$ cat src/rtl/core/esic_delay.sv
// ----------------------------------------------------------------------------
// esic_delay
// Stallable delay line that keeps side data aligned with the pipeline.
// ----------------------------------------------------------------------------
module esic_delay #(
	parameter int W = 32,
	parameter int N = 2
) (
	input  logic         clk,
	input  logic         en,
	input  logic [W-1:0] d,
	output logic [W-1:0] q
);
	logic [W-1:0] tap_s [N];

	// Each tap moves one place when the pipeline advances.
	always_ff @(posedge clk) begin
		if (en) begin
			tap_s[0] <= d;
			for (int i = 1; i < N; i++) begin
				tap_s[i] <= tap_s[i-1];
			end
		end
	end

	assign q = tap_s[N-1];
endmodule

$ cat config.mk
export PLATFORM = sky130hd
export DESIGN_NAME = esic_delay
export DESIGN_NICKNAME = d
export VERILOG_FILES = /design/src/rtl/core/esic_delay.sv
export SDC_FILE = /design/constraint.sdc
export NUM_CORES = 1
export LEC_CHECK = 0
export ABC_CLOCK_PERIOD_IN_PS = 800
export BUFFER_PORTS_ARGS = -buffer_cell sky130_fd_sc_hd__buf_2
export CORE_ASPECT_RATIO = 0.7
export CORE_MARGIN = 2
export CORE_UTILIZATION = 35
export DETAILED_ROUTE_END_ITERATION = 8
export PLACE_DENSITY = 0.55
export SLEW_MARGIN = 20
export SYNTH_ARGS = -nofsm -noshare
export SYNTH_HDL_FRONTEND = slang
export SYNTH_SLANG_ARGS = --single-unit
$ cat constraint.sdc
create_clock -name clk -period 0.8 [get_ports clk]
set_input_delay 0.12 -clock clk [delete_from_list [all_inputs] [get_ports clk]]
set_output_delay 0.12 -clock clk [all_outputs]
set_load 0.05 [all_outputs]
* After elaboration in Yosys (flattened, before gate mapping)
Memories as Yosys holds them, arrays and structs flattened. Index checks and enable logic that the tools add are counted.
Word-level totals: memories 1, ROM bits 0, register bits 0, memory bits (writable) 64, bits in latches 0, output and inout port bits 32
Operators by class: div/mod/pow operators 0, shift operators 0, multipliers 0, magnitude comparators 0, reductions and logical operators 0, muxes and demuxes 2, eq/ne operators 0, add/sub/neg operators 0, bitwise operators 0
Memories:
- tap_s | words 2, width 32, rd ports 2, clocked after Yosys merged registers in 0, wr ports 2, RTL line 14 | logic [W-1:0] tap_s [N];
Operators with widths (count):
- $mux W1 | 2

* Logic depth before layout (Yosys ltp)
word-level depth 2, depth in mapped cells 1, depth with buffers taken out 0

* Worst setup path before layout
No wires, ideal clock.
kind reg-to-output, from memory tap_s[1][0] (netlist: tap_s[0][32]), to output q[0], cell stages (with the launch flop) 2, data arrival time 0.523 ns, slack 0.157 ns, required time 0.680 ns, path through edfxtp_1 buf_4
RTL lines:
- from (decl) | RTL line 14
- to (decl) | RTL line 12 | output logic [W-1:0] q

==> impl_metrics.tcl <==
set metrics [dict create \
    crit_family "flip-flops" \
    vias 1002 \
    cts-root-buf "clkbuf_8" \
    synthXorXnorAreaFrac 0 \
    rsz0062_at_grt "true" \
    fmax_mhz 982 \
    fin_crit_sh 1.27 \
    routed_wl_mm 3.22 \
    port_buffers 65 \
    min-delay-start "en" \
    cts_buffers 9 \
    cp.buffers_inverters 1 \
    tns_ns -6.37 \
    nets 209 \
    final_cell_mix "edfxtp_1, buf_2, dlygate4sd3_1, buf_6, clkbuf_8" \
    fin_area_mm2 0.00306 \
    synth_top_family_by_area "buffers and inverters" \
    clk_path_buf_depth 2 \
    arrival_ns 0.90 \
    setup_violations 32 \
    dieHeight_um 69.8 \
    maxCapViolations 0 \
    slew_violations 0 \
    largest_registers "tap_s x64" \
    yosys.area_share.simple 0 \
    multi_input_cells 0 \
    busiest_layer "met2" \
    violations "setup timing" \
    slew_headroom 0.852 \
    grt_use_total 0.106 \
    r2r-start "tap_s[0][10]" \
    synth_top_area_frac 0.889 \
    cts_tree "done" \
    fin_util 0.524 \
    crit_chain "buf_6" \
    max_stage_delay_ns 0.39 \
    synth_area_leaders "edfxtp_1, buf_4" \
    placed_cell_area_mm2 0.00238 \
    wl_per_cell_um 12.6 \
    grt_max_degree 42 \
    largest_register "tap_s" \
    tightest_slew_ns 0.222 \
    use_met3 0.0897 \
    fin_worst_skew_ns 0.00566 \
    crit_path_start "tap_s[0][32]" \
    use_met1 0.103 \
    clk_pin_slew_ns 0.07 \
    start_util 0.370 \
    drt_pass1_iterations 3 \
    finalHoldViolCount 0 \
    grt_util_met2 0.166 \
    slowest_stage "edfxtp_1" \
    cts.sinks 64 \
    num_rows 23 \
    n_antenna_cell 0 \
    synth_area_mm2 0.00216 \
    crit_type "register to primary output" \
    drt-vias-per-instance 3.93 \
    ys_seq_elements 64 \
    synth_area_per_cell_um2 22.5 \
    insertion_delay_ns 0.33 \
    gp_congestion 0.693 \
    synth_mux_area_frac 0 \
    multi_input_area_um2 0 \
    ys_warn_count 0 \
    antenna_found_initial 0 \
    top_level_ports 66 \
    fp.coreArea_mm2 0.00584 \
    grt_pass1_vias 1063 \
    p_total_w 0.00720 \
    synth_cell_type_count 2 \
    drc 0 \
    crit_path_max_fanout 1 \
    synth_nets 130 \
    power_density_mw_per_mm2 2350 \
    synthCells 96 \
    hpwl_mm 1.85 \
    syn_to_final_growth_pct 41.6 \
    status "finished with violations" \
    overflow 0 \
    synth_fa_ha_area_frac 0 \
    post_cts_buffers 0 \
    crit_path_end_kind "primary output" \
    synth-seq-area-share 0.889 \
    final_common_cell "edfxtp_1" \
    dieWidth_um 97.9 \
    h-tree-depth 3 \
    largest_reg_flops 64 \
    drt_iter0_markers 24 \
    period_needed_ns 1.02 \
    hold_path.class "primary input to register" \
    ant_nets 0 \
    synth_area_leader_cell "edfxtp_1" \
    leakage_nw 1.18 \
    setup_slack_ns -0.218 \
    synth_compound_area_frac 0 \
    required_ns 0.68 \
    dieArea_mm2 0.00683 \
    startpoint_type "register" \
    drive_gt1_frac 0.456 \
    max-vdd-ir-drop_mv 1.18 \
    grt_pass1_wl_mm 5.20 \
]
path summary, 6_finish.rpt:
check | end | slack [ns] | cells after the start
setup / recovery | q[0] | -0.22 | 1
hold / removal | tap_s[0][2] | 0.21 | 2
hold reg to reg | tap_s[0][55] | 0.42 | 0
setup reg to reg | tap_s[0][42] | 0.13 | 0
power breakdown:
part	switching (W)	internal [W]	total [W]
combinational	0.000523	0.000370	0.000893
sequential	0.0000810	0.00398	0.00406
clock	0.00115	0.00110	0.00225
total	0.00175	0.00545	0.00720
cell families after synthesis:
group                  Yosys count
DFF                             64
buffers and inverters           32
metal layers:
metal | wire (um) | share of wire
met3 | 401 | 0.12
met5 | 0 | 0
met1 | 1230 | 0.38
met2 | 1570 | 0.49
met4 | 17 | 0.0053
per-stage QoR:
step	hold WS (ns)	instances	setup WS [ns]
final	0.211	255	-0.218
after global routing	0.201	255	-0.273
after detailed placement	0.298	207	-0.0380
after global placement	0.296	207	-0.00933
after CTS	0.185	255	-0.256
after floorplan	0.219	96	0.157
synthesized netlist by cell type:
cell      count
edfxtp_1     64
buf_4        32
what timing repair did:
| item | 4_1_cts | 5_1_grt |
|---|---|---|
| pin swaps | 0 | 0 |
| gates resized for setup | 64 | 0 |
| endpoints found under the hold margin | 32 | 0 |
| endpoints found under the setup margin | 32 | 32 |
| hold buffers | 32 | 0 |
cell type report:
| class | count | area (um^2) |
|---|---|---|
| Clock buffer | 10 | 128 |
| Clock inverter | 6 | 36.3 |
| Fill cell | 484 | 2780 |
| Sequential cell | 64 | 1920 |
| Tap cell | 75 | 93.8 |
| Timing Repair Buffer | 100 | 881 |
(Power assumes the default switching activity.)
